### src/rtl/core/assert_macros.svh
// assertion macros used by the selector rtl
`ifndef ASSERT_MACROS_SVH
`define ASSERT_MACROS_SVH

// property that must hold at every edge outside reset
`define RRTS_ASSERT(lbl, ck, rs, prop, msg) \
  lbl: assert property (@(posedge ck) disable iff (rs) (prop)) else $error(msg);

// same-cycle implication
`define RRTS_ASSERT_IMP(lbl, ck, rs, ante, cons, msg) \
  lbl: assert property (@(posedge ck) disable iff (rs) (ante) |-> (cons)) else $error(msg);

// next-cycle implication
`define RRTS_ASSERT_NXT(lbl, ck, rs, ante, cons, msg) \
  lbl: assert property (@(posedge ck) disable iff (rs) (ante) |=> (cons)) else $error(msg);

`endif

### src/rtl/core/rrts_pkg.sv
// types and constants of the round robin target selector
package rrts_pkg;

  localparam int SPACE_W = 64;
  localparam int SCORE_W = 16;
  localparam int SLOT_W  = 4;
  localparam int TCNT_W  = 5;

  // request actions
  localparam logic ACT_LOAD   = 1'b0;
  localparam logic ACT_SELECT = 1'b1;

  typedef struct packed {
    logic               action;
    logic [SLOT_W-1:0]  entry_index;
    logic [SPACE_W-1:0] entry_space;
    logic [SCORE_W-1:0] entry_score;
    logic [SCORE_W-1:0] ask_score;
    logic [SPACE_W-1:0] need_bytes;
  } req_t;

  typedef struct packed {
    logic [SLOT_W-1:0] target_index;
    logic              preferred;
    logic              none_fit;
    logic              last;
  } res_t;

  // status of the shared remainder unit
  typedef struct packed {
    logic busy;
    logic done;
  } div_stat_t;

endpackage

### src/rtl/core/rrts_req_if.sv
// request channel of the selector
interface rrts_req_if import rrts_pkg::*; ();
  logic valid;
  logic ready;
  req_t data;

  modport source (output valid, output data, input ready);
  modport sink (input valid, input data, output ready);
endinterface

### src/rtl/core/rrts_res_if.sv
// result channel of the selector
interface rrts_res_if import rrts_pkg::*; ();
  logic valid;
  logic ready;
  res_t data;

  modport source (output valid, output data, input ready);
  modport sink (input valid, input data, output ready);
endinterface

### src/rtl/core/round_robin_target_selector_top.sv
// round robin target selector: table scan, group split, rotation and result emission
//
//   channel | dir | handshake     | payload
//   --------+-----+---------------+-------------------------------------------
//   req     | in  | valid/ready   | action, entry_index, space, scores, size
//   res     | out | valid/ready   | target_index, preferred, none_fit, last
//   cfg     | in  | cfg_we        | cfg_wdata = target_count
//
// a load request is written to the table at acceptance; a select runs a table scan,
// a pass of the shared remainder unit for each nonempty group, then a list read
// and an output load for each result; the groups share the one remainder unit
// and the results share the list memory port
// req is ready only in idle; a stalled res holds the sequencer in its emit step
// rst is synchronous; the table has no reset and needs no clearing pass
module round_robin_target_selector_top import rrts_pkg::*; #(
  parameter int MAX_TARGETS  = 16,
  parameter int COUNTER_BITS = 32
) (
  input  logic              clk,
  input  logic              rst,
  input  logic              cfg_we,
  input  logic [TCNT_W-1:0] cfg_wdata,
  rrts_req_if.sink          req,
  rrts_res_if.source        res
);

`include "assert_macros.svh"

  localparam int IDX_W = (MAX_TARGETS > 1) ? $clog2(MAX_TARGETS) : 1;
  localparam int CNT_W = $clog2(MAX_TARGETS + 1);

  localparam logic [2:0] S_IDLE = 3'd0;
  localparam logic [2:0] S_SCAN = 3'd1;
  localparam logic [2:0] S_DIVP = 3'd2;
  localparam logic [2:0] S_DIVF = 3'd3;
  localparam logic [2:0] S_ERD  = 3'd4;
  localparam logic [2:0] S_ELD  = 3'd5;
  localparam logic [2:0] S_NONE = 3'd6;

  logic [2:0]              state;
  logic [TCNT_W-1:0]       tcnt;
  logic [COUNTER_BITS-1:0] rot_ctr;
  logic [COUNTER_BITS-1:0] ctr_snap;
  logic [SPACE_W-1:0]      need;
  logic [SCORE_W-1:0]      blob;
  logic [CNT_W-1:0]        n_cnt;
  logic [CNT_W-1:0]        scan_i;
  logic                    s1_valid;
  logic [IDX_W-1:0]        s1_idx;
  logic [CNT_W-1:0]        npre;
  logic [CNT_W-1:0]        nfal;
  logic [CNT_W-1:0]        sh_pre;
  logic [CNT_W-1:0]        sh_fal;
  logic                    grp;
  logic [CNT_W-1:0]        pos;
  logic [CNT_W-1:0]        emit_j;
  logic                    div_run;
  logic                    res_vld;
  res_t                    res_dat;

  logic                    req_acc;
  logic                    slot_ok;
  logic [CNT_W-1:0]        n_sat;
  logic                    tbl_we;
  logic                    scan_go;
  logic                    scan_end;
  logic [SPACE_W-1:0]      rd_space;
  logic [SCORE_W-1:0]      rd_score;
  logic                    fits;
  logic                    low;
  logic                    list_we;
  logic [IDX_W:0]          list_waddr;
  logic                    list_re;
  logic [IDX_W:0]          list_raddr;
  logic [IDX_W-1:0]        list_q;
  logic [IDX_W-1:0]        list_mem [2*MAX_TARGETS];
  logic                    div_start;
  logic [CNT_W-1:0]        div_dsr;
  div_stat_t               div_st;
  logic [CNT_W-1:0]        div_rem;
  logic [CNT_W-1:0]        grp_cnt;
  logic                    emit_end;
  logic                    out_free;
  logic                    out_ld;
  res_t                    out_next;
  logic [CNT_W:0]          grp_sum;

  // request side
  assign req.ready = (state == S_IDLE);
  assign req_acc   = req.valid && req.ready;
  assign slot_ok   = 32'(req.data.entry_index) < MAX_TARGETS;
  assign tbl_we    = req_acc && (req.data.action == ACT_LOAD) && slot_ok;
  assign n_sat     = (32'(tcnt) > MAX_TARGETS) ? CNT_W'(MAX_TARGETS) : CNT_W'(tcnt);

  // scan strobes and compare
  assign scan_go  = (state == S_SCAN) && (scan_i < n_cnt);
  assign scan_end = (state == S_SCAN) && (scan_i == n_cnt) && !s1_valid;
  assign fits     = rd_space >= need;
  assign low      = rd_score <= blob;

  rrts_table #(
    .DEPTH  (MAX_TARGETS),
    .ADDR_W (IDX_W)
  ) u_table (
    .clk      (clk),
    .wr_en    (tbl_we),
    .wr_addr  (IDX_W'(req.data.entry_index)),
    .wr_space (req.data.entry_space),
    .wr_score (req.data.entry_score),
    .rd_en    (scan_go),
    .rd_addr  (scan_i[IDX_W-1:0]),
    .rd_space (rd_space),
    .rd_score (rd_score)
  );

  // group lists: preferred in the lower half, fallback in the upper half
  assign list_we    = (state == S_SCAN) && s1_valid && fits;
  assign list_waddr = low ? {1'b0, npre[IDX_W-1:0]} : {1'b1, nfal[IDX_W-1:0]};
  assign list_re    = (state == S_ERD);
  assign list_raddr = {grp, pos[IDX_W-1:0]};

  always_ff @(posedge clk) begin
    if (list_we) begin
      list_mem[list_waddr] <= s1_idx;
    end
    if (list_re) begin
      list_q <= list_mem[list_raddr];
    end
  end

  // shared remainder unit, used once per nonempty group
  assign div_start = ((state == S_DIVP) || (state == S_DIVF)) && !div_run;
  assign div_dsr   = (state == S_DIVF) ? nfal : npre;

  rrts_mod #(
    .DVD_W (COUNTER_BITS),
    .DSR_W (CNT_W)
  ) u_mod (
    .clk      (clk),
    .rst      (rst),
    .start    (div_start),
    .dividend (ctr_snap),
    .divisor  (div_dsr),
    .stat     (div_st),
    .rem      (div_rem)
  );

  // emission
  assign grp_cnt  = grp ? nfal : npre;
  assign emit_end = CNT_W'(emit_j + 1'b1) == grp_cnt;
  assign out_free = !res_vld || res.ready;
  assign out_ld   = ((state == S_ELD) || (state == S_NONE)) && out_free;
  assign grp_sum  = (CNT_W+1)'(npre) + (CNT_W+1)'(nfal);

  always_comb begin
    if (state == S_NONE) begin
      out_next.target_index = '0;
      out_next.preferred    = 1'b0;
      out_next.none_fit     = 1'b1;
      out_next.last         = 1'b1;
    end else begin
      out_next.target_index = SLOT_W'(list_q);
      out_next.preferred    = !grp;
      out_next.none_fit     = 1'b0;
      out_next.last         = emit_end && (grp || (nfal == '0));
    end
  end

  // output register
  always_ff @(posedge clk) begin
    if (rst) begin
      res_vld <= 1'b0;
    end else if (out_ld) begin
      res_vld <= 1'b1;
    end else if (res.ready) begin
      res_vld <= 1'b0;
    end
  end

  always_ff @(posedge clk) begin
    if (out_ld) begin
      res_dat <= out_next;
    end
  end

  assign res.valid = res_vld;
  assign res.data  = res_dat;

  // target count register
  always_ff @(posedge clk) begin
    if (rst) begin
      tcnt <= '0;
    end else if (cfg_we) begin
      tcnt <= cfg_wdata;
    end
  end

  // sequencer
  always_ff @(posedge clk) begin
    if (rst) begin
      state    <= S_IDLE;
      rot_ctr  <= '0;
      div_run  <= 1'b0;
      n_cnt    <= '0;
      npre     <= '0;
      nfal     <= '0;
      s1_valid <= 1'b0;
    end else begin
      case (state)
        S_IDLE: begin
          if (req_acc && (req.data.action == ACT_SELECT)) begin
            need     <= req.data.need_bytes;
            blob     <= req.data.ask_score;
            n_cnt    <= n_sat;
            npre     <= '0;
            nfal     <= '0;
            scan_i   <= '0;
            s1_valid <= 1'b0;
            state    <= (n_sat == '0) ? S_NONE : S_SCAN;
          end
        end
        S_SCAN: begin
          s1_valid <= scan_go;
          s1_idx   <= scan_i[IDX_W-1:0];
          if (scan_go) begin
            scan_i <= CNT_W'(scan_i + 1'b1);
          end
          if (s1_valid && fits) begin
            if (low) begin
              npre <= CNT_W'(npre + 1'b1);
            end else begin
              nfal <= CNT_W'(nfal + 1'b1);
            end
          end
          if (scan_end) begin
            ctr_snap <= rot_ctr;
            rot_ctr  <= COUNTER_BITS'(rot_ctr + 1'b1);
            if (npre != '0) begin
              state <= S_DIVP;
            end else if (nfal != '0) begin
              state <= S_DIVF;
            end else begin
              state <= S_NONE;
            end
          end
        end
        S_DIVP: begin
          if (div_start) begin
            div_run <= 1'b1;
          end
          if (div_st.done) begin
            div_run <= 1'b0;
            sh_pre  <= div_rem;
            if (nfal != '0) begin
              state <= S_DIVF;
            end else begin
              grp    <= 1'b0;
              pos    <= div_rem;
              emit_j <= '0;
              state  <= S_ERD;
            end
          end
        end
        S_DIVF: begin
          if (div_start) begin
            div_run <= 1'b1;
          end
          if (div_st.done) begin
            div_run <= 1'b0;
            sh_fal  <= div_rem;
            emit_j  <= '0;
            if (npre != '0) begin
              grp <= 1'b0;
              pos <= sh_pre;
            end else begin
              grp <= 1'b1;
              pos <= div_rem;
            end
            state <= S_ERD;
          end
        end
        S_ERD: begin
          state <= S_ELD;
        end
        S_ELD: begin
          if (out_ld) begin
            if (emit_end) begin
              if (!grp && (nfal != '0)) begin
                grp    <= 1'b1;
                pos    <= sh_fal;
                emit_j <= '0;
                state  <= S_ERD;
              end else begin
                state <= S_IDLE;
              end
            end else begin
              pos    <= (CNT_W'(pos + 1'b1) == grp_cnt) ? '0 : CNT_W'(pos + 1'b1);
              emit_j <= CNT_W'(emit_j + 1'b1);
              state  <= S_ERD;
            end
          end
        end
        S_NONE: begin
          if (out_ld) begin
            state <= S_IDLE;
          end
        end
        default: begin
          state <= S_IDLE;
        end
      endcase
    end
  end

  // checks
  `RRTS_ASSERT(a_cnt_fit, clk, rst, grp_sum <= (CNT_W+1)'(n_cnt), "group sizes exceed scan length")
  `RRTS_ASSERT_IMP(a_pos_range, clk, rst, state == S_ERD, pos < grp_cnt, "rotation position out of group")
  `RRTS_ASSERT_NXT(a_last_idle, clk, rst, out_ld && out_next.last, state == S_IDLE, "last result without return to idle")
  `RRTS_ASSERT_IMP(a_ctr_step, clk, rst, rot_ctr != $past(rot_ctr), $past(state) == S_SCAN, "rotation counter moved outside scan end")

endmodule

### src/rtl/core/rrts_table.sv
// target table memory: space and score per slot, one write and one registered read
module rrts_table import rrts_pkg::*; #(
  parameter int DEPTH  = 16,
  parameter int ADDR_W = 4
) (
  input  logic               clk,
  input  logic               wr_en,
  input  logic [ADDR_W-1:0]  wr_addr,
  input  logic [SPACE_W-1:0] wr_space,
  input  logic [SCORE_W-1:0] wr_score,
  input  logic               rd_en,
  input  logic [ADDR_W-1:0]  rd_addr,
  output logic [SPACE_W-1:0] rd_space,
  output logic [SCORE_W-1:0] rd_score
);

  logic [SPACE_W-1:0] space_mem [DEPTH];
  logic [SCORE_W-1:0] score_mem [DEPTH];

  // write port
  always_ff @(posedge clk) begin
    if (wr_en) begin
      space_mem[wr_addr] <= wr_space;
      score_mem[wr_addr] <= wr_score;
    end
  end

  // registered read port
  always_ff @(posedge clk) begin
    if (rd_en) begin
      rd_space <= space_mem[rd_addr];
      rd_score <= score_mem[rd_addr];
    end
  end

endmodule

### src/rtl/core/rrts_mod.sv
// shared remainder unit: restoring division, one dividend bit per cycle
module rrts_mod import rrts_pkg::*; #(
  parameter int DVD_W = 32,
  parameter int DSR_W = 5
) (
  input  logic             clk,
  input  logic             rst,
  input  logic             start,
  input  logic [DVD_W-1:0] dividend,
  input  logic [DSR_W-1:0] divisor,
  output div_stat_t        stat,
  output logic [DSR_W-1:0] rem
);

  localparam int BC_W = (DVD_W > 1) ? $clog2(DVD_W) : 1;

  logic [DVD_W-1:0] dvd;
  logic [DSR_W-1:0] dsr;
  logic [BC_W-1:0]  bit_cnt;
  logic             busy;
  logic             done;
  logic [DSR_W:0]   trial;

  // partial remainder with the next dividend bit shifted in
  assign trial = {rem, dvd[DVD_W-1]};

  always_ff @(posedge clk) begin
    if (rst) begin
      busy <= 1'b0;
      done <= 1'b0;
    end else begin
      done <= 1'b0;
      if (start) begin
        busy    <= 1'b1;
        dvd     <= dividend;
        dsr     <= divisor;
        rem     <= '0;
        bit_cnt <= '0;
      end else if (busy) begin
        if (trial >= {1'b0, dsr}) begin
          rem <= DSR_W'(trial - {1'b0, dsr});
        end else begin
          rem <= trial[DSR_W-1:0];
        end
        dvd     <= dvd << 1;
        bit_cnt <= BC_W'(bit_cnt + 1'b1);
        if (bit_cnt == BC_W'(DVD_W - 1)) begin
          busy <= 1'b0;
          done <= 1'b1;
        end
      end
    end
  end

  assign stat.busy = busy;
  assign stat.done = done;

endmodule

### src/flat_wrapper.sv
// flat-port wrapper written by rule: the top's interface ports become plain ports
module round_robin_target_selector_top_flat import rrts_pkg::*;
#(
  parameter int MAX_TARGETS  = 16,
  parameter int COUNTER_BITS = 32
)
  (clk, rst, cfg_we, cfg_wdata, req_valid, req_data, req_ready, res_valid, res_data, res_ready);
  rrts_req_if req_i ();
  rrts_res_if res_i ();
  input  logic clk;
  input  logic rst;
  input  logic cfg_we;
  input  logic [TCNT_W-1:0] cfg_wdata;
  input wire logic [$bits(req_i.valid)-1:0] req_valid;
  input wire logic [$bits(req_i.data)-1:0] req_data;
  output wire logic [$bits(req_i.ready)-1:0] req_ready;
  output wire logic [$bits(res_i.valid)-1:0] res_valid;
  output wire logic [$bits(res_i.data)-1:0] res_data;
  input wire logic [$bits(res_i.ready)-1:0] res_ready;
  assign req_i.valid = req_valid;
  assign req_i.data = req_data;
  assign req_ready = req_i.ready;
  assign res_valid = res_i.valid;
  assign res_data = res_i.data;
  assign res_i.ready = res_ready;
  round_robin_target_selector_top #(.MAX_TARGETS(MAX_TARGETS), .COUNTER_BITS(COUNTER_BITS)) u_core (.clk(clk), .rst(rst), .cfg_we(cfg_we), .cfg_wdata(cfg_wdata), .req(req_i), .res(res_i));
endmodule
### config.mk
export PLATFORM = sky130hd
export DESIGN_NAME = round_robin_target_selector_top_flat
export DESIGN_NICKNAME = d
export VERILOG_FILES = /design/src/rtl/core/rrts_pkg.sv /design/src/rtl/core/rrts_req_if.sv /design/src/rtl/core/rrts_res_if.sv /design/src/rtl/core/round_robin_target_selector_top.sv /design/src/rtl/core/rrts_table.sv /design/src/rtl/core/rrts_mod.sv /design/src/flat_wrapper.sv
export VERILOG_INCLUDE_DIRS = /design/src /design/src/rtl/core
export SDC_FILE = /design/constraint.sdc
export NUM_CORES = 2
export LEC_CHECK = 0
export ABC_AREA = 1
export BUFFER_PORTS_ARGS = -buffer_cell sky130_fd_sc_hd__buf_2
export CORE_ASPECT_RATIO = 1.75
export CORE_UTILIZATION = 25
export DETAILED_ROUTE_END_ITERATION = 16
export GPL_TIMING_DRIVEN = 0
export PLACE_DENSITY = 0.42
export SLEW_MARGIN = 40
export SYNTH_ARGS = -nofsm -noshare
export SYNTH_HDL_FRONTEND = slang
export SYNTH_SLANG_ARGS = --single-unit
### constraint.sdc
create_clock -name clk -period 7.6 [get_ports clk]
set_input_delay 1.9 -clock clk [delete_from_list [all_inputs] [get_ports clk]]
set_output_delay 1.9 -clock clk [all_outputs]
set_load 0.005 [all_outputs]
; ---- Yosys cells after proc, flatten, opt, wreduce, memory -nomap -nowiden
; Memory sizes are Yosys's and may differ from the RTL's. A register that Yosys moved wholly into a read port is not among the register bits.
; Cells that the tools add are included.
[op_classes]
addsub = 8
order_cmp = 5
eq_ne = 24
n_mux = 70
n_bitwise = 3
n_reduce_logical = 50
[ops]
columns = op, count
row1 = two-way mux 5 bit, 27
row2 = greater-or-equal comparator 64 bit, 1
row3 = two-way mux 32 bit, 2
row4 = two-way mux 3 bit, 12
row5 = adder 32 x 1 -> 32 bit (second input constant), 1
row6 = adder 5 x 1 -> 5 bit (second input constant), 6
row7 = one-hot mux 5 bit (2 select lines), 3
row8 = one-hot mux 5 bit (3 select lines), 2
row9 = one-hot mux 3 bit (7 select lines), 1
row10 = two-way mux 1 bit, 20
row11 = <= comparator 16 bit, 1
row12 = == test 5 bit, 3
row13 = inequality test 2 bit (second input constant), 7
row14 = AND reduction 2 bit, 7
row15 = logical AND 1 bit, 13
row16 = inequality test 2 x 1 -> 1 bit (second input constant), 6
row17 = AND reduction 3 bit, 4
row18 = AND reduction 4 bit, 3
row19 = zero test 5 bit, 2
row20 = nonzero test 5 bit, 2
row21 = == test 3 bit (second input constant), 3
row22 = AND reduction 8 bit, 1
row23 = nonzero test 2 bit, 4
row24 = AND reduction 7 bit, 1
row25 = 19 further kinds, 28
[totals]
regBits = 256
mem_bits_rw = 1408
in_bits = 175
out_inout_bits = 9
wordCells = 192
n_memories = 3
[memory_table]
columns = memory, words, word_bits, read_ports, rd_clocked_by_memory_dff, wr, line_no
row1 = u_core.u_table.space_mem, 16, 64, 1, 1, 1, rrts_table.sv:17  ; logic [SPACE_W-1:0] space_mem [DEPTH];
row2 = u_core.u_table.score_mem, 16, 16, 1, 1, 1, rrts_table.sv:18  ; logic [SCORE_W-1:0] score_mem [DEPTH];
row3 = u_core.list_mem, 32, 4, 1, 1, 1, round_robin_target_selector_top.sv:76  ; logic [IDX_W-1:0] list_mem [2*MAX_TARGETS];

; ---- Logic depth before layout (Yosys ltp)
[depth]
depth_word = 6
depth_mapped = 21
ltp_nobuf = 21

; ---- Cells and area by module
; From an unflattened synthesis, not the netlist that was laid out.
[unflattened]
hier_cells = 7022
hier_area_um2 = 75130.8
[by_module_without_submodules]
columns = mod, instances, cells_each, area_per_inst_um2, seq_area_each_um2
row1 = rrts_table, 1, 5257, 56993.4, 40839.2
row2 = round_robin_target_selector_top, 1, 1516, 15791.4, 9599.2
row3 = rrts_mod, 1, 249, 2346.0, 1451.4

; ---- Worst setup path before layout
; Ideal clock, no wire load.
[synth_timing]
path_kind = input to register
start = input port rst
end = register u_core.blob[0], enable pin
setup_time_ps = 519
arrival_ps = 5635
t_required_ps = 7081
setup_slack_ps = 1445
path_stages = 3
n_path_buf = 2
path_cell_list = clkbuf_1 -> clkbuf_1 -> nor2_1
[synth_between]
elab_chain_cells = 2
[synth_lines]
columns = item, line_no
row1 = "start, declared", flat_wrapper.sv:11  ; input logic rst;
row2 = inverter 1 bit (no source line), n/a
row3 = AND reduction 3 bit (no source line), n/a
row4 = "end signal, assigned", round_robin_target_selector_top.sv:213  ; blob <= req.data.ask_score;
row5 = "end, declared", round_robin_target_selector_top.sv:45  ; logic [SCORE_W-1:0] blob;
; Every way passes these cells.
; A chain may end at the register's enable or synchronous reset.

; ---- Worst setup path in the final report
[layout_timing]
start = register u_core.scan_i[0]
end = register u_core.u_table.rd_space[62] (read register of u_core.u_table.space_mem) (data pin)
[layout_between]
elab_chain_cells = 2
[layout_lines]
columns = item, line_no
row1 = "start, declared", round_robin_target_selector_top.sv:47  ; logic [CNT_W-1:0] scan_i;
row2 = "start signal, assigned", round_robin_target_selector_top.sv:226  ; scan_i <= CNT_W'(scan_i + 1'b1);
row3 = < comparator 5 bit, round_robin_target_selector_top.sv:96  ; assign scan_go = (state == S_SCAN) && (scan_i < n_cnt);
row4 = logical AND 1 bit, round_robin_target_selector_top.sv:96
row5 = "end, declared", rrts_table.sv:13  ; output logic [SPACE_W-1:0] rd_space,
; Several ways; a longest one is shown, not always the timed one.

==> impl_metrics.yaml <==
status:
  outcome: "complete, no violations"
sta:
  worst_slew_pin_slew_ns: 0.9368
  timing.final.crit_share_pct: 57.06
  final-hold-violation-count: 0
  final-max-slew-violation-count: 0
  hold-worst-slack_ns: 0.4369
  rsz0062_at_grt: "false"
  timing.fmax_mhz: 230.6
  finClkSkew_ns: 0.06226
  setup_viol_count_final: 0
  finalCriticalPeriod_ns: 4.336
  slew_headroom_pct: 37.54
power:
  power_per_cell_area_mw_per_mm2: 316.5
  p_sw_mw: 8.621
  p_seq_share_pct: 42.5
  power.share.switching_pct: 32.60
  cell_internal_pwr_mw: 17.83
  total_leakage_power_nw: 27.59
  gate_power_share_pct: 22.8
  max-vdd-ir-drop_mv: 0.2141
  p_total_mw: 26.45
  power_frac_clock_pct: 34.7
job:
  maximum_capacitance_violations: 0
global_route:
  first_global_vias: 45150
  grt_pass1_wl_um: 340200
  grt_overflow_total: 0
  grt_usage_pct: 17.29
  grt_antenna_before_repair: 42
  gr_layer_usage_met2_pct: 32.76
  top_usage_layer: "met2"
  grt_max_degree: 48
  met3_usage_pct: 2.770
  globalRouteMet1Util_pct: 18.37
logic_synthesis:
  post_synthesis_compound_gate_area_fraction_pct: 11.95
  synth_area_leaders: "sky130_fd_sc_hd__edfxtp_1 (74%), sky130_fd_sc_hd__o21ai_0 (4.4%), sky130_fd_sc_hd__nor2_1 (3.5%), sky130_fd_sc_hd__a21oi_1 (3.0%), sky130_fd_sc_hd__nand2_1 (2.7%)"
  netlist_instances: 5128
  synthSimpleGateAreaFrac_pct: 7.604
  main_combinational_cell_family_by_area_after_synthesis: "compound AO/OA/AOI/OAI gates"
  ys_warn_count: 0
  synth_top_area_share_pct: 73.56
  synth.area.mux_share_pct: 0
  yosys.area_share.adder_pct: 1.845
  number_of_synthesized_register_bits: 1748
  mappedNetlistNets: 5404
  ys_async_sr_fraction_pct: 0
  post_synth_xor_area_fraction_pct: 0.3940
  synth-edff-count: 1688
  synthesis.area_per_instance_um2: 13.44
  synthDistinctLibCells: 54
  synthesis.area_mm2: 0.06891
  seq_area_frac_synth_pct: 75.30
  synth.largest_area_cell: "sky130_fd_sc_hd__edfxtp_1"
  synth_top_flop_cell: "sky130_fd_sc_hd__edfxtp_1"
floorplanning:
  die_width_um: 398.9
  initial_core_util_pct: 25.18
  design.die.area_mm2: 0.2778
  ioPinCount: 184
  floorplan.rows: 254
  die_h_um: 696.5
  core_area_mm2: 0.2736
worst_setup_path:
  ff2ff_path_depth: 11
  worst-endpoint-arrival_ns: 4.80
  critical_path.cell_chain: "buf_6, buf_8, buf_4, buf_4, nand2_2, buf_2, buf_2, o221ai_1, a21oi_1, o21ai_0, o21ai_0"
  sort_of_element_at_the_end_of_the_critical_path: "flip-flop"
  r2r_start: "u_core.scan_i[0]"
  cp_slowest_cell: "sky130_fd_sc_hd__o21ai_0"
  critical_path.reg2reg.endpoint: "u_core.u_table.rd_space[62]"
  critical_path_required_ns: 8.06
  critPathMaxStageDelay_ns: 0.65
  path_max_fanout: 10
  r2r_setup_slack_ns: 3.26
  worst_setup_path_start_kind: "flip-flop"
  critPathCapture: "u_core.u_table.rd_space[62]"
  startpoint: "u_core.scan_i[0]"
  critical_path_class: "flip-flop to flip-flop"
layout:
  area_delta_synth_final_pct: 21.25
  final.fill_count: 27460
  fraction_of_layout_cells_with_a_size_suffix_above_1_pct: 12.93
  nets: 5915
clocking:
  clock_sink_count: 1748
  cts_buffer_depth: 4
  ctsResizeCount: 0
  clk_latency_ns: 0.87
  postCtsSetupBuffers: 0
  numCtsBuffers: 184
  cts_tree: "built"
  clk_pin_slew_ns: 0.07
  ctsHoldBuffers: 0
  h-tree-depth: 4
  cts-root-buf: "sky130_fd_sc_hd__clkbuf_16"
routing:
  detailedRoute.firstIterationViolations: 3502
  ant_nets: 0
  dr.pass1.iters: 5
  routed_wl_um: 245700
  vias: 44450
  post-route-drc-count: 0
  detail_route.vias_per_cell: 4.745
  detail_route.wl_per_cell_um: 26.23
place:
  post-dp-hpwl_um: 176200
  gp_congestion: 0.8062
  port-buffer-count: 182
hold_path:
  worstHoldStart: "u_core.rot_ctr[31]"
  min-delay-path-class: "flip-flop to flip-flop"
[metal layers]
layer  part of all wire [%]  vias up
li1                       -    20140
met1                     36    22430
met2                     54     1350
met3                    5.2      503
met4                    5.2       32
met5                  0.074        -
[synth_stat cells, types with 4 or more instances]
library cell	number
sky130_fd_sc_hd__o221ai_1	160
sky130_fd_sc_hd__xnor2_1	8
sky130_fd_sc_hd__o21ai_1	58
sky130_fd_sc_hd__nand3_2	6
sky130_fd_sc_hd__o22ai_1	199
sky130_fd_sc_hd__buf_1	10
sky130_fd_sc_hd__dfxtp_1	60
sky130_fd_sc_hd__o21ai_0	599
sky130_fd_sc_hd__nor2_2	4
sky130_fd_sc_hd__nor2_1	642
sky130_fd_sc_hd__o31ai_1	5
sky130_fd_sc_hd__inv_2	5
sky130_fd_sc_hd__ha_1	100
sky130_fd_sc_hd__buf_2	46
sky130_fd_sc_hd__nand4_1	29
sky130_fd_sc_hd__edfxtp_1	1688
sky130_fd_sc_hd__nor3_2	6
sky130_fd_sc_hd__nor3b_1	4
sky130_fd_sc_hd__buf_4	4
sky130_fd_sc_hd__nand3_1	37
sky130_fd_sc_hd__nor3_1	35
sky130_fd_sc_hd__xor2_1	23
sky130_fd_sc_hd__a21oi_1	409
sky130_fd_sc_hd__nand2_1	497
sky130_fd_sc_hd__clkbuf_1	229
sky130_fd_sc_hd__inv_1	211
sky130_fd_sc_hd__o21a_1	5
sky130_fd_sc_hd__nor2_4	4
[power groups by stage]
stage                     sequential, mW  clock [mW]  combinational (mW)
after floorplan                     11.4           0                3.09
after global placement              11.6           0                5.88
after detailed placement            11.4           0                6.13
after CTS                           11.2        9.38                6.15
after global routing                11.3        9.69                6.50
final                               11.2        9.17                6.04
[metrics by stage]
stage          instances  setup WS, ns  utilization, %  setup TNS (ns)  cell area, um^2
6_report            9368         3.264           30.53               0            83550
5_1_grt             9361         3.069           30.53               0            83530
4_1_cts             9360         3.156           30.53               0            83530
3_5_place_dp        9037         3.026           28.37               0            77640
3_3_place_gp        8894        -4.950           27.15        -5587.36            74300
2_1_floorplan       5128         1.445               -               0            68910
[flip-flops by register name, summed over array words and instances (netlist names), 5 cells and up]
signal / cells
u_core.u_table.space_mem: 1024
u_core.u_table.score_mem: 256
u_core.list_mem: 128
u_core.need: 64
u_core.u_table.rd_space: 64
u_core.ctr_snap: 32
u_core.rot_ctr: 32
u_core.u_mod.dvd: 32
u_core.blob: 16
u_core.u_table.rd_score: 16
u_core.res.data: 7
u_core.emit_j: 5
u_core.n_cnt: 5
u_core.nfal: 5
u_core.npre: 5
u_core.pos: 5
u_core.scan_i: 5
u_core.sh_fal: 5
u_core.sh_pre: 5
u_core.tcnt: 5
u_core.u_mod.bit_cnt: 5
u_core.u_mod.dsr: 5
u_core.u_mod.rem: 5
[cell type report]
cell class | count | area, um^2 | area share, %
multi-input cells | 2870 | 15190 | 18.18
diodes | 8 | 20.02 | 0.02396
well taps | 3584 | 4484 | 5.367
repair buffers | 325 | 4016 | 4.807
plain buffers | 290 | 1224 | 1.465
clock inverters | 108 | 1106 | 1.324
flip-flops and latches | 1748 | 51890 | 62.11
clock buffers | 215 | 4785 | 5.727
inverters | 220 | 838.3 | 1.003
[worst max-delay path, delay by kind of cell, from the launching register on]
kind                   cells  cell delay, ns
flip-flops                 1            0.44
buffers and inverters      6            1.85
AND/OR/NAND/NOR            1            0.25
AO/OA/AOI/OAI              4            1.38
[placed cells by master, fill, tap and decap left out, types with 79 or more instances in the layout]
cell type                   Yosys  layout
sky130_fd_sc_hd__edfxtp_1    1688    1688
sky130_fd_sc_hd__nor2_1       642     623
sky130_fd_sc_hd__o21ai_0      599     594
sky130_fd_sc_hd__nand2_1      497     497
sky130_fd_sc_hd__a21oi_1      409     406
sky130_fd_sc_hd__buf_2         46     229
sky130_fd_sc_hd__clkbuf_1     229     216
sky130_fd_sc_hd__inv_1        211     209
sky130_fd_sc_hd__o22ai_1      199     199
sky130_fd_sc_hd__clkbuf_16      0     187
sky130_fd_sc_hd__o221ai_1     160     160
sky130_fd_sc_hd__ha_1         100     100
sky130_fd_sc_hd__buf_16         0      79
[how the worst min path moves through the flow]
stage / to / slack, ns / depth (start not counted)
global placement: u_core.ctr_snap[31] / 0.42 / 0
global route: u_core.ctr_snap[31] / 0.46 / 0
finish: u_core.ctr_snap[31] / 0.44 / 0
CTS: u_core.ctr_snap[31] / 0.44 / 0
floorplan: u_core.ctr_snap[30] / 0.41 / 0
detailed placement: u_core.ctr_snap[31] / 0.42 / 0
[cell families (layout without fill, tap and decap cells)]
| kind of cell | count (synthesis) | count (layout) |
|---|---|---|
| buffers and inverters | 510 | 1158 |
| AO/OA/AOI/OAI | 1456 | 1456 |
| other | 0 | 8 |
| AND/OR/NAND/NOR | 1282 | 1282 |
| adder cells (fa/ha/maj) | 101 | 101 |
| flip-flops | 1748 | 1748 |
| XOR/XNOR | 31 | 31 |
Power figures use the tool's default switching activity.
